$ cat src/rtl/core/lphm_pkg.sv
package lphm_pkg;

  localparam int KEY_W = 32;
  localparam int VAL_W = 32;
  localparam int SIZE_W = 7;
  localparam logic [SIZE_W-1:0] SIZE_RESET = 7'd3;

  // remainder unit: bits retired per cycle
  localparam int MOD_STEPS = 4;
  localparam int MOD_CYCLES = KEY_W / MOD_STEPS;
  localparam int MOD_CNT_W = $clog2(MOD_CYCLES);

  typedef enum logic [2:0] {
    ST_INSERTED = 3'd0,
    ST_UPDATED  = 3'd1,
    ST_FOUND    = 3'd2,
    ST_NOTFOUND = 3'd3,
    ST_FULL     = 3'd4,
    ST_BADKEY   = 3'd5
  } status_t;

  typedef enum logic {
    OP_INSERT = 1'b0,
    OP_LOOKUP = 1'b1
  } op_t;

  typedef struct packed {
    logic key_we;
    logic val_we;
  } mem_cmd_t;

endpackage

$ cat src/rtl/core/linear_probe_hash_map_core.sv
// a key of zero skips the remainder unit and the probe and goes straight to the result; any
// other key passes the key-modulo-size unit, then a read and a check for each probed slot
// throughput: one item at a time, set by the remainder unit and the single store port
// reset and each table_size write start a clearing pass over the first table_size slots of
// the key store, with no input taken meanwhile; after reset table_size is 3
module linear_probe_hash_map_core #(
  parameter int CAPACITY = 64
) (
  input  logic                          clk,
  input  logic                          rst,
  input  logic                          cfg_write,
  input  logic [lphm_pkg::SIZE_W-1:0]   cfg_data,
  input  logic                          in_valid,
  output logic                          in_ready,
  input  logic                          operation,
  input  logic [lphm_pkg::KEY_W-1:0]    key,
  input  logic [lphm_pkg::VAL_W-1:0]    new_value,
  output logic                          out_valid,
  input  logic                          out_ready,
  output logic [2:0]                    status,
  output logic [lphm_pkg::VAL_W-1:0]    found_value,
  output logic                          load_high,
  output logic [lphm_pkg::SIZE_W-1:0]   slot_count
);

  localparam int IDX_W = $clog2(CAPACITY);
  localparam int CMP_W = ((IDX_W > lphm_pkg::SIZE_W) ? IDX_W : lphm_pkg::SIZE_W) + 1;

  typedef enum logic [2:0] {
    S_CLEAR,
    S_IDLE,
    S_DIV,
    S_READ,
    S_CHECK,
    S_DONE
  } state_t;

  state_t                          state;
  logic [lphm_pkg::SIZE_W-1:0]     size;
  logic [lphm_pkg::SIZE_W-1:0]     size_next;
  logic [lphm_pkg::SIZE_W-1:0]     entry_count;
  logic [IDX_W-1:0]                clear_idx;
  logic [IDX_W-1:0]                probe_idx;
  logic [IDX_W-1:0]                probe_idx_next;
  logic [lphm_pkg::SIZE_W-1:0]     probe_n;
  lphm_pkg::op_t                   op;
  logic [lphm_pkg::KEY_W-1:0]      op_key;
  logic [lphm_pkg::VAL_W-1:0]      op_val;
  lphm_pkg::status_t               res_status;
  logic [lphm_pkg::VAL_W-1:0]      res_value;
  lphm_pkg::status_t               out_status;

  logic                            in_fire;
  logic                            mod_start;
  logic                            mod_done;
  logic [lphm_pkg::SIZE_W-1:0]     mod_rem;
  lphm_pkg::mem_cmd_t              mem_cmd;
  logic [IDX_W-1:0]                mem_addr;
  logic [lphm_pkg::KEY_W-1:0]      mem_wkey;
  logic [lphm_pkg::KEY_W-1:0]      key_q;
  logic [lphm_pkg::VAL_W-1:0]      val_q;
  logic                            slot_match;
  logic                            slot_empty;
  logic                            last_probe;
  logic [8:0]                      load_limit;
  logic                            load_high_next;

  assign in_ready  = (state == S_IDLE);
  assign in_fire   = in_valid && in_ready;
  assign mod_start = in_fire && (key != '0);

  // clamp the written size into 1..CAPACITY
  always_comb begin
    size_next = cfg_data;
    if (cfg_data == '0) begin
      size_next = lphm_pkg::SIZE_W'(1);
    end else if (CMP_W'(cfg_data) > CMP_W'(CAPACITY)) begin
      size_next = lphm_pkg::SIZE_W'(CAPACITY);
    end
  end

  assign slot_match = (key_q == op_key);
  assign slot_empty = (key_q == '0);
  assign last_probe = (CMP_W'(probe_n) + CMP_W'(1) == CMP_W'(size));

  always_comb begin
    if (CMP_W'(probe_idx) + CMP_W'(1) >= CMP_W'(size)) begin
      probe_idx_next = '0;
    end else begin
      probe_idx_next = probe_idx + 1'b1;
    end
  end

  always_comb begin
    mem_cmd  = '0;
    mem_addr = probe_idx;
    mem_wkey = op_key;
    if (state == S_CLEAR) begin
      mem_cmd.key_we = 1'b1;
      mem_addr = clear_idx;
      mem_wkey = '0;
    end else if (state == S_CHECK) begin
      if (op == lphm_pkg::OP_INSERT && slot_match) begin
        mem_cmd.val_we = 1'b1;
      end else if (op == lphm_pkg::OP_INSERT && slot_empty) begin
        mem_cmd.key_we = 1'b1;
        mem_cmd.val_we = 1'b1;
      end
    end
  end

  assign load_limit     = (9'(size) * 9'd3) >> 2;
  assign load_high_next = (9'(entry_count) > load_limit);

  lphm_mod u_mod (
    .clk       (clk),
    .rst       (rst),
    .start     (mod_start),
    .dividend  (key),
    .divisor   (size),
    .done      (mod_done),
    .remainder (mod_rem)
  );

  lphm_store #(
    .CAPACITY (CAPACITY),
    .IDX_W    (IDX_W)
  ) u_store (
    .clk   (clk),
    .cmd   (mem_cmd),
    .addr  (mem_addr),
    .wkey  (mem_wkey),
    .wval  (op_val),
    .key_q (key_q),
    .val_q (val_q)
  );

  always_ff @(posedge clk) begin
    if (rst) begin
      state       <= S_CLEAR;
      size        <= lphm_pkg::SIZE_RESET;
      entry_count <= '0;
      clear_idx   <= '0;
      out_valid   <= 1'b0;
    end else begin
      // a result leaving in the cycle a new one is loaded keeps valid high
      if (out_valid && out_ready && (cfg_write || state != S_DONE)) begin
        out_valid <= 1'b0;
      end
      if (cfg_write) begin
        size        <= size_next;
        entry_count <= '0;
        clear_idx   <= '0;
        state       <= S_CLEAR;
      end else begin
        unique case (state)
          S_CLEAR: begin
            clear_idx <= clear_idx + 1'b1;
            if (CMP_W'(clear_idx) + CMP_W'(1) >= CMP_W'(size)) begin
              state <= S_IDLE;
            end
          end
          S_IDLE: begin
            if (in_fire) begin
              op        <= lphm_pkg::op_t'(operation);
              op_key    <= key;
              op_val    <= new_value;
              res_value <= '0;
              if (key == '0) begin
                res_status <= lphm_pkg::ST_BADKEY;
                state      <= S_DONE;
              end else begin
                res_status <= (operation == lphm_pkg::OP_INSERT) ?
                              lphm_pkg::ST_FULL : lphm_pkg::ST_NOTFOUND;
                state      <= S_DIV;
              end
            end
          end
          S_DIV: begin
            if (mod_done) begin
              probe_idx <= IDX_W'(mod_rem);
              probe_n   <= '0;
              state     <= S_READ;
            end
          end
          S_READ: begin
            state <= S_CHECK;
          end
          S_CHECK: begin
            if (slot_match) begin
              if (op == lphm_pkg::OP_INSERT) begin
                res_status <= lphm_pkg::ST_UPDATED;
              end else begin
                res_status <= lphm_pkg::ST_FOUND;
                res_value  <= val_q;
              end
              state <= S_DONE;
            end else if (slot_empty) begin
              if (op == lphm_pkg::OP_INSERT) begin
                res_status  <= lphm_pkg::ST_INSERTED;
                entry_count <= entry_count + 1'b1;
              end else begin
                res_status <= lphm_pkg::ST_NOTFOUND;
              end
              state <= S_DONE;
            end else if (last_probe) begin
              state <= S_DONE;
            end else begin
              probe_idx <= probe_idx_next;
              probe_n   <= probe_n + 1'b1;
              state     <= S_READ;
            end
          end
          S_DONE: begin
            if (!out_valid || out_ready) begin
              out_valid   <= 1'b1;
              out_status  <= res_status;
              found_value <= res_value;
              load_high   <= load_high_next;
              slot_count  <= entry_count;
              state       <= S_IDLE;
            end
          end
          default: begin
            state <= S_IDLE;
          end
        endcase
      end
    end
  end

  assign status = out_status;

  a_probe_in_range: assert property (@(posedge clk) disable iff (rst)
    (state == S_READ || state == S_CHECK) |-> (CMP_W'(probe_idx) < CMP_W'(size)))
    else $error("probe index beyond table size");

  a_count_within_size: assert property (@(posedge clk) disable iff (rst)
    CMP_W'(entry_count) <= CMP_W'(size))
    else $error("entry count exceeds table size");

  a_size_nonzero: assert property (@(posedge clk) disable iff (rst)
    (size != '0) && (CMP_W'(size) <= CMP_W'(CAPACITY)))
    else $error("table size out of range");

  a_value_only_on_found: assert property (@(posedge clk) disable iff (rst)
    (out_valid && out_status != lphm_pkg::ST_FOUND) |-> (found_value == '0))
    else $error("value reported without a hit");

endmodule

$ cat src/rtl/core/lphm_mod.sv
module lphm_mod (
  input  logic                          clk,
  input  logic                          rst,
  input  logic                          start,
  input  logic [lphm_pkg::KEY_W-1:0]    dividend,
  input  logic [lphm_pkg::SIZE_W-1:0]   divisor,
  output logic                          done,
  output logic [lphm_pkg::SIZE_W-1:0]   remainder
);

  logic                            busy;
  logic [lphm_pkg::MOD_CNT_W-1:0]  cnt;
  logic [lphm_pkg::KEY_W-1:0]      sh;
  logic [lphm_pkg::SIZE_W-1:0]     rem;
  logic [lphm_pkg::SIZE_W-1:0]     dsr;
  logic [lphm_pkg::KEY_W-1:0]      sh_next;
  logic [lphm_pkg::SIZE_W-1:0]     rem_next;

  // restoring remainder, several bits per cycle
  always_comb begin
    logic [lphm_pkg::SIZE_W:0] t;
    rem_next = rem;
    sh_next = sh;
    t = '0;
    for (int i = 0; i < lphm_pkg::MOD_STEPS; i++) begin
      t = {rem_next, sh_next[lphm_pkg::KEY_W-1]};
      sh_next = {sh_next[lphm_pkg::KEY_W-2:0], 1'b0};
      if (t >= {1'b0, dsr}) begin
        rem_next = lphm_pkg::SIZE_W'(t - {1'b0, dsr});
      end else begin
        rem_next = t[lphm_pkg::SIZE_W-1:0];
      end
    end
  end

  always_ff @(posedge clk) begin
    if (rst) begin
      busy <= 1'b0;
      done <= 1'b0;
      cnt  <= '0;
    end else begin
      done <= 1'b0;
      if (start) begin
        busy <= 1'b1;
        cnt  <= '0;
        rem  <= '0;
        sh   <= dividend;
        dsr  <= divisor;
      end else if (busy) begin
        rem <= rem_next;
        sh  <= sh_next;
        cnt <= cnt + 1'b1;
        if (cnt == lphm_pkg::MOD_CNT_W'(lphm_pkg::MOD_CYCLES - 1)) begin
          busy <= 1'b0;
          done <= 1'b1;
        end
      end
    end
  end

  assign remainder = rem;

  a_rem_below_divisor: assert property (@(posedge clk) disable iff (rst)
    done |-> (rem < dsr))
    else $error("remainder not below divisor");

  a_done_after_busy: assert property (@(posedge clk) disable iff (rst)
    done |-> $past(busy))
    else $error("done without a running division");

endmodule

$ cat src/rtl/core/lphm_store.sv
module lphm_store #(
  parameter int CAPACITY = 64,
  parameter int IDX_W    = 6
) (
  input  logic                        clk,
  input  lphm_pkg::mem_cmd_t          cmd,
  input  logic [IDX_W-1:0]            addr,
  input  logic [lphm_pkg::KEY_W-1:0]  wkey,
  input  logic [lphm_pkg::VAL_W-1:0]  wval,
  output logic [lphm_pkg::KEY_W-1:0]  key_q,
  output logic [lphm_pkg::VAL_W-1:0]  val_q
);

  logic [lphm_pkg::KEY_W-1:0] key_mem [CAPACITY];
  logic [lphm_pkg::VAL_W-1:0] val_mem [CAPACITY];

  always_ff @(posedge clk) begin
    if (cmd.key_we) begin
      key_mem[addr] <= wkey;
    end
    key_q <= key_mem[addr];
  end

  always_ff @(posedge clk) begin
    if (cmd.val_we) begin
      val_mem[addr] <= wval;
    end
    val_q <= val_mem[addr];
  end

endmodule

$ cat config.mk
export PLATFORM = sky130hd
export DESIGN_NAME = linear_probe_hash_map_core
export DESIGN_NICKNAME = d
export VERILOG_FILES = /design/src/rtl/core/lphm_pkg.sv /design/src/rtl/core/linear_probe_hash_map_core.sv /design/src/rtl/core/lphm_mod.sv /design/src/rtl/core/lphm_store.sv
export SDC_FILE = /design/constraint.sdc
export NUM_CORES = 2
export LEC_CHECK = 0
export ABC_CLOCK_PERIOD_IN_PS = 7300
export BUFFER_PORTS_ARGS = -buffer_cell sky130_fd_sc_hd__buf_4
export CAP_MARGIN = 10
export CORE_MARGIN = 2
export CORE_UTILIZATION = 30
export CTS_BUF_LIST = sky130_fd_sc_hd__clkbuf_8
export DETAILED_ROUTE_END_ITERATION = 12
export PLACE_DENSITY_LB_ADDON = 0.15
export SKIP_CTS_REPAIR_TIMING = 1
export SLEW_MARGIN = 25
export SYNTH_ARGS = -nofsm -noshare
export SYNTH_HDL_FRONTEND = slang
export SYNTH_SLANG_ARGS = --single-unit
export TNS_END_PERCENT = 1
$ cat constraint.sdc
create_clock -name clk -period 7.3 [get_ports clk]
set_input_delay 1.46 -clock clk [delete_from_list [all_inputs] [get_ports clk]]
set_output_delay 1.46 -clock clk [all_outputs]
set_load 0.05 [all_outputs]
* After elaboration in Yosys (flattened, before gate mapping)
Memories as Yosys holds them, arrays and structs flattened. A register that Yosys moved wholly into a read port is not among the register bits. Cells that the tools add are included.
Word-level totals: output and inout port bits 45, flip-flop bits (word level) 231, word-level logic and storage cells 159, memory bits (writable) 4096, memories kept 2
Operators by class: equal/unequal tests 19, order comparisons 8, add/subtract/negate cells 12, multiplexer cells 61, bitwise logic cells 5, reduce and logical (&&, ||, !) cells 29, $mul 1
Memory list:
- u_store.key_mem | depth 64, bits a word 32, rd ports 1, clocked after memory_dff 1, write ports 1, line lphm_store.sv:14 | logic [lphm_pkg::KEY_W-1:0] key_mem [CAPACITY];
- u_store.val_mem | depth 64, bits a word 32, rd ports 1, clocked after memory_dff 1, write ports 1, line lphm_store.sv:15 | logic [lphm_pkg::VAL_W-1:0] val_mem [CAPACITY];
Operators with widths (number):
- $mux 32 | 6
- $mux 7 | 11
- $logic_not 32->1 | 2
- $pmux 32 s2 | 1
- $mux 3 | 13
- $mux 6 | 6
- $eq 32x32->1 | 1
- $ge 8x7->1 | 4
- $reduce_bool 32->1 | 1
- $sub 7x7->7 | 4
- $pmux 3 s6 | 1
- $mux 1 | 16
- $reduce_and 4->1 | 4
- $add 6x1->7 const B | 2
- $add 7x1->7 const B | 2
- $ge 7x7->1 | 2
- $pmux 7 s2 | 1
- $add 6x1->6 const B | 2
- $ne 2x2->1 const B | 6
- $pmux 6 s2 | 1
- $eq 3x3->1 const B | 3
- $mul 7x2->9 const B | 1
- $add 7x1->8 const B | 1
- $eq 8x7->1 | 1
- 22 further kinds | 43

* Longest topological paths before layout
depth in word-level cells 9, mapped depth 35, mapped depth without buffers 34

* Hierarchy
A second synthesis with hierarchy kept.
Second synthesis, totals: cell total of the unflattened synthesis 9615, area, all modules 167790.9 µm²
Modules (own cells, without submodules):
- lphm_store | area an instance 156199.8 µm², times used 1, cells each 8683
- linear_probe_hash_map_core | area an instance 8095.3 µm², times used 1, cells each 632
- lphm_mod | area an instance 3495.9 µm², times used 1, cells each 300

* Least setup slack after synthesis
No wires, ideal clock.
path type register to register, start register u_mod.dsr[1] (netlist bit), end register u_mod.rem (netlist bit u_mod.remainder[2]), data pin, arrival time 7.412 ns, required time 7.044 ns, cell stages (with the launch flop) 33, period minus slack after synthesis 7.668 ns, slack -0.368 ns, setup time 0.256 ns, path through edfxtp_1 -> inv_1 -> fa_1 -> a211oi_2 -> o21ai_0 -> a41oi_1 -> buf_4 -> mux2_2 -> ha_1 -> o21ai_0 -> a21oi_1 -> o32ai_1 -> o31a_1 -> a21oi_1 -> a21oi_1 -> inv_1 -> ha_1 -> nor2b_1 -> o21ai_0 -> a41oi_1 -> nor4b_1 -> a21boi_1 -> o21ai_0 -> and2_1 -> fa_1 -> a21o_1 -> a21oi_1 -> o21bai_1 -> a21oi_1 -> o21ai_0 -> a21o_1 -> or3_1 -> o211a_1
Between the ends: word-level cells in the longest chain between the ends 9, elaborated cells on any way between the ends 13
RTL lines:
- start: declaration | line lphm_mod.sv:15 | logic [lphm_pkg::SIZE_W-1:0] dsr;
- start signal: assignment | line lphm_mod.sv:48 | dsr <= divisor;
- $sub 7x7->7 / $ge 8x7->1 (equally long branches) | line lphm_mod.sv:29, lphm_mod.sv:28
- $mux 7 | line lphm_mod.sv:28 | if (t >= {1'b0, dsr}) begin
- $sub 7x7->7 / $ge 8x7->1 (equally long branches) | line lphm_mod.sv:29, lphm_mod.sv:28
- $mux 7 | line lphm_mod.sv:28
- $ge 8x7->1 / $sub 7x7->7 (equally long branches) | line lphm_mod.sv:28, lphm_mod.sv:29
- $mux 7 | line lphm_mod.sv:28
- $sub 7x7->7 / $ge 8x7->1 (equally long branches) | line lphm_mod.sv:29, lphm_mod.sv:28
- $mux 7 * | line lphm_mod.sv:28
- $mux 7 * | line lphm_mod.sv:49 | end else if (busy) begin
- end signal: assignment | line lphm_mod.sv:50 | rem <= rem_next;
- end: declaration | line lphm_mod.sv:14 | logic [lphm_pkg::SIZE_W-1:0] rem;
Every way passes the cells marked *; elsewhere a longest branch is shown, timed or not. The select of a mux whose other input is x is not followed. A chain may end at the register's enable or synchronous reset.

* Final worst setup path
start register u_mod.sh[31] (netlist bit), end register u_mod.rem (netlist bit u_mod.remainder[2]), data pin
Between the ends: word-level cells in the longest chain between the ends 9, elaborated cells on any way between the ends 13
RTL lines:
- start: declaration | line lphm_mod.sv:13 | logic [lphm_pkg::KEY_W-1:0] sh;
- start signal: assignment | line lphm_mod.sv:47 | sh <= dividend;
- start signal: assignment | line lphm_mod.sv:51 | sh <= sh_next;
- $sub 7x7->7 / $ge 8x7->1 (equally long branches) | line lphm_mod.sv:29, lphm_mod.sv:28
- $mux 7 * | line lphm_mod.sv:28
- $sub 7x7->7 / $ge 8x7->1 (equally long branches) | line lphm_mod.sv:29, lphm_mod.sv:28
- $mux 7 * | line lphm_mod.sv:28
- $ge 8x7->1 / $sub 7x7->7 (equally long branches) | line lphm_mod.sv:28, lphm_mod.sv:29
- $mux 7 * | line lphm_mod.sv:28
- $sub 7x7->7 / $ge 8x7->1 (equally long branches) | line lphm_mod.sv:29, lphm_mod.sv:28
- $mux 7 * | line lphm_mod.sv:28
- $mux 7 * | line lphm_mod.sv:49
Marks and branches as above.

==> results.ini <==
[outcome]
status = complete, but fails checks
violations = negative setup slack

[global_route]
track_usage = 0.221
grt_pass1_vias = 97700
grt_max_degree = 79
grt_pass1_wl_um = 847000
grt_overflow = 0
antenna_found_initial = 54

[clocking]
root_buffer = clkbuf_8
cts.clk_slew.worst_paths_ns = 0.06
cts_num_sinks = 4391
clockBufferDepth = 4
cts_tree = done
htreeDepth = 6
clock_latency_ns = 1.33
cts_buffers = 725

[synth]
yosys-top-cells-area = edfxtp_1 79%, a22oi_1 7.2%, nand2_1 2.7%
syn_inst = 9752
synth-edff-count = 4298
ys.flop_type = edfxtp_1
netlist_area_um2 = 163000
ys_ff_latch = 4391
synthArstFlopShare = 0
yosysWarnings = 0
yosys.area.top_type_share = 0.794
synth_fp_nets = 9896
ys_seq_area_frac = 0.805
synth.largest_area_cell = edfxtp_1
synth_area_per_cell_um2 = 16.7
synth.lib_cells_used.distinct = 83

[critical_path]
reg2reg_to = u_mod.remainder[2]
critPathLaunchType = flip-flop
critPathRequiredTime_ns = 8.36
critical_path_class = flip-flop to flip-flop
end_kind = flip-flop
critPathSlowestCell = fa_2
cp_num_cells = 37
worstPathMaxFanout = 7
critical_path.startpoint = u_mod.sh[31]
crit_arrival_ns = 8.53
cp-endpoint = u_mod.remainder[2]
cp_slowest_stage_delay_ns = 0.40
r2r_cells = 37
crit_buf_inv = 7
critical-path-top-delay-family = compound AO/OA/AOI/OAI gates
rrSetupSlack_ns = -0.17
rr_startpoint = u_mod.sh[31]

[timing]
rsz0062_at_grt = true
setup_viol = 7
max_freq_ghz = 0.134
finalClockSkew_ns = 0.0703
finalHoldViolations = 0
max_slew_margin = 0.141
worst-slew-pin-transition_ns = 1.27
finalWorstSetupSlack_ns = -0.170
timing.final.crit_period_ns = 7.47
drv_slew = 0
finalCritPeriodShare = 1.02

[layout]
area_growth_pct = 17.2
final_area_um2 = 191000
final_cells = 18400
layout_commonest_cell = edfxtp_1
drive_above_1_share = 0.168
mostFrequentLayoutCells = 4298 x edfxtp_1, 1565 x a22oi_1, 1177 x nand2_1
fill_cells = 51300
num-nets-final = 10800

[floorplanning]
top_level_ports = 122
die_x_um = 740
die_height_um = 740
fp-row-count = 270
start_util = 0.301
core_um2 = 540000
dieArea_um2 = 548000

[place]
place_area_um2 = 177000
dp_slack_ns = -0.985
gp_congestion = 0.807
dp.cells = 17100
port_buffers = 121
hpwl_um = 366000

[route]
firstDrtPassIters = 8
viasPerCell = 5.35
routed_wl_um = 627000
wl_per_cell_um = 34.0
drcViolationCount = 0
drtAntennaViolNets = 0
vias = 98600
drt-initial-drc-count = 11500

[job]
maxCapViolCount = 0

[pwr]
powerDensity_nw_per_um2 = 287
power_mw = 54.6
ir_drop_v = 0.000210
p_leak_nw = 63.5

[hold_path]
hold_class = input port to flip-flop
min_path_cells = 1

[per-stage QoR]
step	hold slack, ns	utilization	TNS [ns]
after floorplan	0.400	-	0
after global placement	0.410	0.327	-8.18
after detailed placement	0.405	0.327	-6.67
after CTS	0.191	0.351	-6.75
after global routing	0.262	0.353	-3.43
final	0.320	0.353	-0.965
[power breakdown]
part           switching (mW)  total [mW]  internal, mW
combinational            4.02        6.37          2.34
clock                    10.2        20.2          9.90
sequential              0.217        28.1          27.9
[final cells by class]
type | count | area [µm²] | share of cell area
flip-flops and latches | 4391 | 131000 | 0.687
multi-input cells | 4747 | 30900 | 0.162
clock buffers | 741 | 10200 | 0.0535
well taps | 7208 | 9020 | 0.0473
repair buffers | 709 | 6430 | 0.0338
clock inverters | 555 | 2860 | 0.0150
inverters | 43 | 161 | 0.000847
diodes | 42 | 105 | 0.000551
[registers in the layout (all words and copies together) (netlist names), 6 cells and up]
signal           flops
probe_idx            6
entry_count          7
u_store.key_mem   2048
u_store.val_q       32
res_value           32
u_store.val_mem   2048
op_key              32
probe_n              7
found_value         32
clear_idx            6
op_val              32
slot_count           7
u_mod.dsr            7
size                 7
u_store.key_q       32
u_mod.sh            32
u_mod.remainder      7
[cells in the mapped netlist, types with 15 or more instances]
cell type	count
a41oi_1	15
o21ai_0	257
o21a_1	24
a21o_1	20
nand4_1	92
a221oi_1	157
edfxtp_1	4298
nand3_1	45
a22o_1	15
xor2_1	51
clkbuf_1	278
o21ai_1	59
buf_2	223
mux2i_1	82
a22oi_1	1565
and2_1	40
ha_1	62
xnor2_1	27
nor2_1	266
o22ai_1	32
a21oi_1	304
nor3_1	28
nand2_1	1185
a31oi_1	133
buf_1	63
inv_1	43
or4_1	23
nor4_1	44
dfxtp_1	93
and3_1	57
[kinds of logic (layout without fill, tap and decap cells)]
kind of cell,count (synthesis),count (layout),share of synthesized area
DFF,4391,4391,0.805
AOI/OAI and AO/OA,2652,2652,0.114
and+or+nand+nor,1853,1853,0.0492
buffers and inverters,614,2048,0.0161
muxes,96,96,0.00634
xor gates and xnor gates,79,79,0.00434
adders and majority gates,67,67,0.00539
other,0,42,0
[per-layer routing]
layer	global-route usage	routed length [µm]
met1	0.299	266000
met2	0.367	302000
met3	0.0326	39100
met4	0.0697	20200
met5	0	106
[worst min-delay path by stage]
stage | from | to | slack [ns]
global placement | res_value[9] | found_value[9] | 0.41
floorplan | res_value[0] | found_value[0] | 0.40
finish | new_value[24] | op_val[24] | 0.32
global route | new_value[24] | op_val[24] | 0.26
detailed placement | res_value[11] | found_value[11] | 0.40
CTS | new_value[24] | op_val[24] | 0.19
No activity file was read; power rests on OpenSTA's default activity.
